$ cat config.mk
export PLATFORM = sky130hd
export DESIGN_NAME = grwh_front
export DESIGN_NICKNAME = d
export VERILOG_FILES = /design/src/rtl/grwh_pkg.sv /design/src/rtl/grwh_front.sv
export SDC_FILE = /design/constraint.sdc
export NUM_CORES = 1
export LEC_CHECK = 0
export ABC_CLOCK_PERIOD_IN_PS = 3600
export BUFFER_PORTS_ARGS = -buffer_cell sky130_fd_sc_hd__clkbuf_2
export CAP_MARGIN = 5
export CORE_MARGIN = 1.5
export CORE_UTILIZATION = 25
export CTS_BUF_LIST = sky130_fd_sc_hd__clkbuf_16
export CTS_CLUSTER_DIAMETER = 100
export DETAILED_ROUTE_END_ITERATION = 12
export GPL_TIMING_DRIVEN = 0
export PLACE_DENSITY_LB_ADDON = 0.3
export SLEW_MARGIN = 40
export SYNTH_ARGS = -nofsm -noshare
export SYNTH_HDL_FRONTEND = slang
export SYNTH_SLANG_ARGS = --single-unit
$ cat constraint.sdc
create_clock -name i_clk -period 3.6 [get_ports i_clk]
set_clock_uncertainty 0.05 [all_clocks]
set_input_delay 0.18 -clock i_clk [delete_from_list [all_inputs] [get_ports i_clk]]
set_output_delay 0.18 -clock i_clk [all_outputs]
set_load 0.01 [all_outputs]
$ cat src/rtl/grwh_pkg.sv
`timescale 1ns / 1ps

package grwh_pkg;

    // Map and fixed point geometry
    localparam int TILE_PIXELS   = 64;
    localparam int FRACTION_BITS = 8;
    localparam int MAX_MAP_COLS  = 32;
    localparam int MAX_MAP_ROWS  = 16;
    localparam int TILE_SH       = $clog2(TILE_PIXELS) + FRACTION_BITS;
    localparam int TILE_Q        = 1 << TILE_SH;
    localparam int MAP_COL_W     = $clog2(MAX_MAP_COLS);
    localparam int MAP_ROW_W     = $clog2(MAX_MAP_ROWS);
    localparam int MAP_AW        = MAP_COL_W + MAP_ROW_W;
    localparam int MAP_CELLS     = MAX_MAP_COLS * MAX_MAP_ROWS;
    localparam int LIM_W         = 6;

    // Datapath widths
    localparam int POS_W   = 20;             // positions and hit coordinates
    localparam int COORD_W = 23;             // signed walk coordinates
    localparam int IDX_W   = COORD_W - 1 - TILE_SH;
    localparam int OFF_W   = 21;
    localparam int MAG_W   = 17;             // direction magnitudes
    localparam int CS_W    = 19;             // CORDIC vector parts, signed
    localparam int Z_W     = 16;
    localparam int PROD_W  = OFF_W + MAG_W;
    localparam int QUO_W   = 21;
    localparam int NUM_W   = 42;
    localparam int SQ_W    = 40;
    localparam int ROOT_W  = 21;
    localparam int DIST_W  = 20;
    localparam int DIR_GAIN = 65536;

    localparam logic MODE_WRITE = 1'b0;
    localparam logic MODE_RAY   = 1'b1;

    localparam logic CFG_MAP_WIDTH  = 1'b0;
    localparam logic CFG_MAP_HEIGHT = 1'b1;

    localparam logic [15:0] ANGLE_HALF    = 16'd32768;
    localparam logic [15:0] ANGLE_QUARTER = 16'd16384;
    localparam logic [15:0] ANGLE_3QUART  = 16'd49152;

    typedef enum logic {
        AR_DIV,
        AR_SQRT
    } t_ar_op;

    typedef struct packed {
        logic   start;
        t_ar_op op;
    } t_ar_cmd;

    typedef struct packed {
        logic        is_ray;
        logic [3:0]  row;
        logic [4:0]  col;
        logic [7:0]  value;
        logic [18:0] px;
        logic [17:0] py;
        logic [15:0] angle;
        logic        down;
        logic        right;
    } t_item;

    typedef struct packed {
        logic        found;
        logic        vertical;
        logic [18:0] x;
        logic [17:0] y;
        logic [7:0]  value;
        logic [19:0] distance;
        logic        down;
        logic        right;
    } t_result;

    // CORDIC arctangent steps in binary angle units
    function automatic logic [13:0] atan_units(input logic [3:0] i);
        logic [13:0] v;
        case (i)
            4'd0:    v = 14'd8192;
            4'd1:    v = 14'd4836;
            4'd2:    v = 14'd2555;
            4'd3:    v = 14'd1297;
            4'd4:    v = 14'd651;
            4'd5:    v = 14'd326;
            4'd6:    v = 14'd163;
            4'd7:    v = 14'd81;
            4'd8:    v = 14'd41;
            4'd9:    v = 14'd20;
            4'd10:   v = 14'd10;
            4'd11:   v = 14'd5;
            4'd12:   v = 14'd3;
            4'd13:   v = 14'd1;
            4'd14:   v = 14'd1;
            default: v = 14'd0;
        endcase
        return v;
    endfunction

endpackage

$ cat src/rtl/grwh_front.sv
`timescale 1ns / 1ps

module grwh_front (
    input  logic                i_clk,
    input  logic                i_rst_n,
    input  logic                i_push,
    output logic                o_full,
    input  logic                i_mode,
    input  logic [3:0]          i_tile_row,
    input  logic [4:0]          i_tile_col,
    input  logic [7:0]          i_tile_value,
    input  logic [18:0]         i_player_x,
    input  logic [17:0]         i_player_y,
    input  logic [15:0]         i_ray_angle,
    output logic                o_valid,
    output grwh_pkg::t_item     o_item,
    input  logic                i_pop
);

    grwh_pkg::t_item r_q [2];
    logic            r_wp;
    logic            r_rp;
    logic [1:0]      r_cnt;
    grwh_pkg::t_item cls;
    logic            wr;

    // classify: mode decode and facing flags
    always_comb begin
        cls.is_ray = (i_mode == grwh_pkg::MODE_RAY);
        cls.row    = i_tile_row;
        cls.col    = i_tile_col;
        cls.value  = i_tile_value;
        cls.px     = i_player_x;
        cls.py     = i_player_y;
        cls.angle  = i_ray_angle;
        cls.down   = (i_ray_angle != 16'd0) && (i_ray_angle < grwh_pkg::ANGLE_HALF);
        cls.right  = (i_ray_angle < grwh_pkg::ANGLE_QUARTER) ||
                     (i_ray_angle > grwh_pkg::ANGLE_3QUART);
    end

    assign o_full  = (r_cnt == 2'd2);
    assign wr      = i_push && !o_full;
    assign o_valid = (r_cnt != 2'd0);
    assign o_item  = r_q[r_rp];

    always_ff @(posedge i_clk) begin
        if (wr) begin
            r_q[r_wp] <= cls;
        end
    end

    always_ff @(posedge i_clk) begin
        if (!i_rst_n) begin
            r_wp  <= 1'b0;
            r_rp  <= 1'b0;
            r_cnt <= 2'd0;
        end else begin
            if (wr) begin
                r_wp <= ~r_wp;
            end
            if (i_pop) begin
                r_rp <= ~r_rp;
            end
            r_cnt <= r_cnt + 2'(wr) - 2'(i_pop);
        end
    end

endmodule

== Yosys cells after proc, flatten, opt, wreduce, memory -nomap -nowiden ==
Memories as Yosys holds them, arrays and structs flattened. A register that Yosys moved wholly into a read port is not among the register bits.
Cells that the tools add are included.

* Add/sub/neg operators: 2
* $lt $le $gt $ge: 3
* Equal/unequal tests: 1
* Mux-type cells: 4
* Bitwise logic cells: 2
* Reductions and logical operators: 6

{| class="wikitable"
|+ Operators with widths
! operator !! count
|-
| 16-bit > comparator (second input constant) || 1
|-
| 16-bit by 15-bit < comparator with 1-bit output (second input constant) || 1
|-
| 16-bit < comparator (second input constant) || 1
|-
| 16-bit nonzero test || 1
|-
| 1-bit two-way mux || 4
|-
| 2-bit by 1-bit adder with 2-bit output || 1
|-
| 2-bit == test (second input constant) || 1
|-
| 1-bit logical AND || 2
|-
| 1-bit NOT || 2
|-
| 2-bit nonzero test || 1
|-
| 2-bit by 1-bit subtractor with 2-bit output || 1
|-
| 1-bit logical NOT || 1
|-
| 1-bit logical OR || 1
|}

* Flip-flop bits (word level): 4
* Bits in writable memories: 146
* Word-level logic and storage cells: 22
* Memories: 1

{| class="wikitable"
|+ Memories
! name !! depth !! bits a word !! read ports !! clocked after Yosys merged registers in !! write ports !! line !! source
|-
| r_q || 2 || 73 || 1 || 1 || 1 || grwh_front.sv:20 || <nowiki>grwh_pkg::t_item r_q [2];</nowiki>
|}

== Depth between registers and ports, before layout ==
Gate-level depths: netlist of run 1.

* Depth after elaboration: 5
* Gate-level depth with buffers: 8
* Gate-level depth less buffers: 8

== Worst setup path before layout of run 1 ==
OpenSTA, ideal clock, no wires.

* Path kind: reg2reg
* Start: register r_cnt[0]
* End: memory r_q[0][0] in the netlist's numbering, enable pin
* Library setup time: 427 ps
* Arrival: 2256 ps
* Path slack: 867 ps
* Stages on the path, launching flop included: 5
* Path buffers: 0
* Cell sequence: dfxtp_1 > nand2b_2 > inv_2 > or3_1 > inv_1

* Word-level cells in the longest chain between the ends: 5

{| class="wikitable"
|+ Ends and longest elaborated chain
! item !! line !! source
|-
| from (decl) || grwh_front.sv:23 || <nowiki>logic [1:0] r_cnt;</nowiki>
|-
| from (signal assigned) || grwh_front.sv:64 || <nowiki>r_cnt <= r_cnt + 2'(wr) - 2'(i_pop);</nowiki>
|-
| 2-bit == test || grwh_front.sv:41 || <nowiki>assign o_full = (r_cnt == 2'd2);</nowiki>
|-
| net o_full || grwh_front.sv:7 || <nowiki>output logic o_full,</nowiki>
|-
| 1-bit logical NOT || grwh_front.sv:42 || <nowiki>assign wr = i_push && !o_full;</nowiki>
|-
| 1-bit logical AND || grwh_front.sv:42 ||
|-
| 1-bit two-way mux || grwh_front.sv:47 || <nowiki>if (wr) begin</nowiki>
|-
| 1-bit two-way mux (implied by the code) || grwh_front.sv:48 || <nowiki>r_q[r_wp] <= cls;</nowiki>
|-
| to (decl) || grwh_front.sv:20 ||
|}

The timed path passes the listed nets, and every way through them passes these cells.

== Final worst setup path of run 1 ==
* Start: register r_cnt[0]
* End: memory r_q[0][36] in the netlist's numbering, enable pin

* Word-level cells in the longest chain between the ends: 5

{| class="wikitable"
|+ Ends and longest elaborated chain
! item !! line
|-
| 2-bit == test || grwh_front.sv:41
|-
| 1-bit logical NOT || grwh_front.sv:42
|-
| 1-bit logical AND || grwh_front.sv:42
|-
| 1-bit two-way mux || grwh_front.sv:47
|-
| 1-bit two-way mux (implied by the code) || grwh_front.sv:48
|}

No other way between the ends.

==> results of run 1 <==
[worst reg2reg max path, cell delays in order, from the launching register on]
cell and delay (ps):
dfxtp_1 340, nand2b_2 150, inv_2 50, or3_1 380, inv_6 230, buf_16 310
[synthesized netlist by cell type]
cell        n  area (µm²)
o21ai_0     2       10.01
xor2_1      1       8.760
and2_1      2       12.51
inv_2       1       3.750
a21oi_1     2       10.01
nor2_1      4       15.01
nor4_1      3       18.77
xnor2_1     1       8.760
or3_1       1       6.260
mux2_2     73       822.0
nand2b_2    1       8.760
dfxtp_1     5       100.1
and4_1      1       8.760
buf_6       8       90.09
nand2_1     2       7.510
or2_2       2       12.51
ha_1        2       25.02
inv_1       5       18.77
and3_2      1       7.510
nor3_1      1       5.000
edfxtp_1  146        4384
[stage by stage]
stage | total power [mW] | setup slack (ps) | util | TNS, ps | hold slack, ps
floorplan | 2.535 | 867.4 | - | 0 | 228.9
global placement | 2.786 | -14.71 | 0.3052 | -567.4 | 319.6
detailed placement | 2.818 | 1703 | 0.3086 | 0 | 323.1
CTS | 4.642 | 1681 | 0.3682 | 0 | 116.7
global route | 4.766 | 1591 | 0.3682 | 0 | 156.8
finish | 4.555 | 1735 | 0.3682 | 0 | 130.2
[cells by family (layout without fill, tap and decap cells)]
| family | count (synthesis) | after routing |
|---|---|---|
| simple gates | 18 | 18 |
| xor+xnor | 2 | 2 |
| flops | 151 | 151 |
| buf+inv | 14 | 271 |
| mux | 73 | 73 |
| compound gates | 4 | 4 |
| fa+ha+maj | 2 | 2 |
[where the power goes]
group | internal, mW | switching [mW]
Combinational | 0.325 | 0.344
Clock | 0.970 | 0.758
Sequential | 2.12 | 0.0362
Total | 3.42 | 1.14
[final cells by class]
| cell class | instances | area share |
|---|---|---|
| buffer | 8 | 0.01118 |
| clock buffer | 17 | 0.05278 |
| clock inverter | 15 | 0.01832 |
| inverter | 6 | 0.003415 |
| multi-input combinational | 99 | 0.1229 |
| sequential | 151 | 0.5563 |
| tap | 280 | 0.04346 |
| timing repair buffer | 225 | 0.1916 |
[timing repair]
item	in CTS	in global routing
hold buffers	73	0
endpoints found under the hold margin	146	0
setup buffers	0	0
[worst paths after layout]
path                                        endpoint  slack (ps)  depth (start not counted)
worst max-delay path            r_q[0][36]$_DFFE_PP_        1730                          5
worst min-delay path               r_wp$_SDFFE_PN0P_         130                          4
worst max register to register  r_q[0][36]$_DFFE_PP_        1730                          5
worst min register to register     r_wp$_SDFFE_PN0P_         450                          2
[sequential cells by signal, indices dropped and copies added, names as in the netlist, named ones only]
name   flops
r_wp       1
r_rp       1
r_q      146
r_cnt      2
[layer usage]
layer | vias to the layer above | share of wire | track usage
li1 | 1531 | - | -
met2 | 99 | 0.51 | 0.1866
met1 | 1619 | 0.42 | 0.1198
met5 | - | 0 | 0
met4 | 0 | 0.017 | 0.04029
met3 | 14 | 0.052 | 0.03783
==> reports/qor.yml, run 1 <==
outcome: "completed"
layout_min_cycle_time_ps: 1865
vias: 3263
max_cap_violations: 0
cts_buffers: 17
ir_drop_mv: 0.2949
portBuffers: 149
clk_pin_slew_ps: 60
hp-class: "primary input to flop"
hp-start: "i_push"
die_width_um: 152.5
final_nets: 585
clock_latency_ps: 410
worst_path_max_delay_cell: "or3_1"
grt_pass1_wl_mm: 18.93
regToRegStartpoint: "r_cnt[0]$_SDFF_PN0_"
muxShareOfSynthArea: 0.1472
fin_cells: 801
crit_family: "buffers and inverters"
root_buffer: "clkbuf_16"
synthAdderAreaFrac: 0.004481
drt_first_pass_iters: 3
crit_chain: "nand2b_2, inv_2, or3_1, inv_6, buf_16"
hold_viol: 0
htree_levels: 4
rows: 54
p_per_area_nw_per_um2: 565.1
cts.sinks: 151
first_global_vias: 3635
gp_congestion: 0.6718
synth_area_um2: 5584
antenna_found_initial: 0
yosys.area_share.simple: 0.01837
ys_types: 21
seq_area_frac_synth: 0.8030
seqCellArea_um2: 4484
synth_nets: 341
netlist_instances: 264
mostFrequentLayoutCells: "clkbuf_2, edfxtp_1, mux2_2, dlygate4sd3_1, clkbuf_16"
wl_mm: 11.78
power.leakage_nw: 3.052
cp_slowest_stage_delay_ps: 380
coreArea_um2: 21890
ys_ff_latch: 151
cts_buffer_depth: 2
maxSlewHeadroom: 0.7296
cp.required_ps: 3640
synth_top_family_by_area: "multiplexers"
ys_warn_count: 0
antennaDiodeCount: 0
layout-drive-gt1-share: 0.5182
die_area_um2: 23240
dp_hpwl_mm: 7.810
cts_tree: "done"
grt_max_degree: 53
avgSynthCellArea_um2: 21.15
fillers: 2117
setup_viol: 0
top_level_ports: 150
wl_per_cell_um: 14.71
dpl_cell_area_um2: 6756
endpoint_kind: "flop"
drc_errors: 0
synth-compound-area-share: 0.003585
fin_crit_sh: 0.5181
yosys.area_share.xor_xnor: 0.003137
start_kind: "flop"
worst_pin_slew_ps: 401.9
critPathArrivalTime_ps: 1910
fmax_ghz: 0.5362
design_area_um2: 8060
overflow: 0
die_h_um: 152.5
report.final.slew_viol_count: 0
worst-path-buf-inv: 3
placed_cells: 696
syn2layout_area_growth_pct: 44.34
worstSetupStartpoint: "r_cnt[0]$_SDFF_PN0_"
start_util: 0.2551
final_common_cell: "clkbuf_2"
cts_resized: 0
grt_usage: 0.1069
dr.first_iter.drc_count: 80
multi_input_area_um2: 991.0
ant_nets: 0
rsz0062_at_grt: "no"
critical_path_class: "flop to flop"
worstPathMaxFanout: 52
drt-vias-per-instance: 4.074
Note: power is estimated with default switching activity, not from simulation.
==> inputs of run 2 (changes only) <==
--- a/config.mk
+++ b/config.mk
@@ -5,7 +5,7 @@
 export SDC_FILE = /design/constraint.sdc
 export NUM_CORES = 1
 export LEC_CHECK = 0
-export ABC_CLOCK_PERIOD_IN_PS = 3600
+export ABC_CLOCK_PERIOD_IN_PS = 1600
 export BUFFER_PORTS_ARGS = -buffer_cell sky130_fd_sc_hd__clkbuf_2
 export CAP_MARGIN = 5
 export CORE_MARGIN = 1.5
==> constraint.sdc (replaced) <==
create_clock -name i_clk -period 1.6 [get_ports i_clk]
set_clock_uncertainty 0.05 [all_clocks]
set_input_delay 0.08 -clock i_clk [delete_from_list [all_inputs] [get_ports i_clk]]
set_output_delay 0.08 -clock i_clk [all_outputs]
set_load 0.01 [all_outputs]
==> reports/qor.yml, run 2 (same netlist as run 1, synthesis figures left out) <==
outcome: "complete, but fails checks"  # was completed
violations: "setup timing"
grt_usage: 0.1154  # was 0.1069
wl_mm: 13.23  # was 11.78 mm
endpoint_kind: "flop"  # unchanged
crit_chain: "nand2b_4, inv_4, or3_4, clkinvlp_4, clkbuf_16, buf_12, buf_16"  # was nand2b_2, inv_2, or3_1, inv_6, buf_16
portBuffers: 149  # unchanged
antennaDiodeCount: 0  # unchanged
fmax_ghz: 0.5780  # was 0.5362 GHz
seqCellArea_um2: 4491  # was 4484 µm²
gp_congestion: 0.6886  # was 0.6718
hp-class: "primary input to flop"  # unchanged
die_width_um: 152.5  # unchanged
mostFrequentLayoutCells: "edfxtp_1, clkbuf_2, dlygate4sd3_1, mux2_2, clkbuf_16"  # was clkbuf_2, edfxtp_1, mux2_2, dlygate4sd3_1, clkbuf_16
first_global_vias: 3717  # was 3635
antenna_found_initial: 0  # unchanged
start_kind: "flop"  # unchanged
coreArea_um2: 21890  # unchanged
grt_max_degree: 39  # was 53
vias: 3359  # was 3263
drt-vias-per-instance: 4.062  # was 4.074
top_level_ports: 150  # unchanged
wl_met1_mm: 5.809  # was 4.923 mm
overflow: 0  # unchanged
layout_min_cycle_time_ps: 1730  # was 1865 ps
syn2layout_area_growth_pct: 56.78  # was 44.34%
grt_pass1_wl_mm: 20.18  # was 18.93 mm
top_register: "r_q"  # unchanged
cts_buffer_depth: 2  # unchanged
worst_pin_slew_ps: 463.1  # was 401.9 ps
cp_slowest_stage_delay_ps: 340  # was 380 ps
cts.sinks: 151  # unchanged
critical_path_class: "flop to flop"  # unchanged
ant_nets: 0  # unchanged
setup_ws_ps: -130.2  # was 1735 ps
wl_per_cell_um: 15.99  # was 14.71 µm
top_layer: "met4"  # unchanged
drc_errors: 0  # unchanged
drt_first_pass_iters: 4  # was 3
cts_tree: "done"  # unchanged
ir_drop_mv: 0.6401  # was 0.2949 mV
final_nets: 611  # was 585
worstSetupStartpoint: "r_cnt[0]$_SDFF_PN0_"  # unchanged
regToRegStartpoint: "r_cnt[0]$_SDFF_PN0_"  # unchanged
hold_viol: 0  # unchanged
worst_path_max_delay_cell: "or3_4"  # was or3_1
multi_input_area_um2: 1091  # was 991.0 µm²
rsz0062_at_grt: "yes"  # was no
cp.required_ps: 1680  # was 3640 ps
maxSlewHeadroom: 0.6884  # was 0.7296
hp-start: "i_push"  # unchanged
start_util: 0.2551  # unchanged
cts_buffers: 17  # unchanged
worstPathMaxFanout: 6  # was 52
die_area_um2: 23240  # unchanged
max_cap_violations: 0  # unchanged
clk_pin_slew_ps: 60  # about the same
critPathArrivalTime_ps: 1810  # was 1910 ps
largest_register_ffs: 146  # unchanged
placed_cells: 697  # was 696
fillers: 2084  # was 2117
final_common_cell: "edfxtp_1"  # was clkbuf_2
reg_top3: "r_q x146, r_cnt x2"  # unchanged
dp_hpwl_mm: 7.486  # was 7.810 mm
wl_met3_um: 536  # was 608 µm
dr_wl_met2_mm: 6.760  # was 6.046 mm
hold_ws_ps: 124.9  # was 130.2 ps
rows: 54  # unchanged
root_buffer: "clkbuf_16"  # unchanged
p_per_area_nw_per_um2: 1285  # was 565.1 nW/µm²
clock_latency_ps: 410  # about the same
fin_crit_sh: 1.081  # was 0.5181
fin_cells: 827  # was 801
dr.first_iter.drc_count: 120  # was 80
htree_levels: 4  # unchanged
die_h_um: 152.5  # unchanged
layout-drive-gt1-share: 0.5594  # was 0.5182
report.final.slew_viol_count: 0  # unchanged
power.leakage_nw: 3.368  # was 3.052 nW
setup_viol: 119  # was 0
## run 2: routing by layer
metal / track usage / up-vias
li1: - / 1585
met5: 0 / -
met4: 0.03571 / 0
met3: 0.03527 / 9
met2: 0.2010 / 87
met1: 0.1364 / 1678
## run 2: metrics by stage
| step | area (µm²) | worst slack [ps] | setup TNS (ps) | utilization | power, mW |
|---|---|---|---|---|---|
| floorplan | 5602 | -516.6 | -60550 | - | 5.719 |
| global placement | 6698 | -1239 | -151840 | 0.3060 | 6.275 |
| detailed placement | 6797 | -437.9 | -27860 | 0.3105 | 6.395 |
| CTS | 8641 | -142.9 | -14890 | 0.3947 | 11.38 |
| global route | 8755 | -180.8 | -17320 | 0.3999 | 11.74 |
| finish | 8755 | -130.2 | -8562 | 0.3999 | 11.25 |
## run 2: worst max-delay path, delay by kind of cell (launching register included)
family | cells | cell delay [ps]
DFF | 1 | 330
buffers and inverters | 5 | 570
and+or+nand+nor | 2 | 480
## run 2: area by class of cell
type | instances | share of cell area
sequential | 151 | 0.5129
clock buffer | 17 | 0.04859
multi-input combinational | 100 | 0.1246
buffer | 8 | 0.01829
inverter | 6 | 0.003287
timing repair buffer | 250 | 0.2292
tap | 280 | 0.04002
clock inverter | 15 | 0.02301
## run 2: path summary, 6_finish.rpt
check                    endpoint  slack [ps]  cells past startpoint
max          r_q[0][38]$_DFFE_PP_        -130                      7
min             r_wp$_SDFFE_PN0P_         120                      4
max reg2reg  r_q[0][38]$_DFFE_PP_        -130                      7
min reg2reg     r_rp$_SDFFE_PN0P_         490                      2
## run 2: report_power, final
part | total [mW] | switching, mW | internal (mW) | leakage (nW)
Combinational | 2.11 | 0.936 | 1.17 | 1.65
Sequential | 4.87 | 0.0963 | 4.78 | 1.40
Clock | 4.27 | 1.64 | 2.63 | 0.311
## run 2: repair_timing
action / 4_1_cts / 5_1_grt
buffers inserted: 19 / 2
hold buffers: 73 / 0
setup endpoints to repair: 183 / 140
gates resized for setup: 32 / 37
cloned: 6 / 4
pin swaps: 4 / 2
endpoints found under the hold margin: 149 / 0
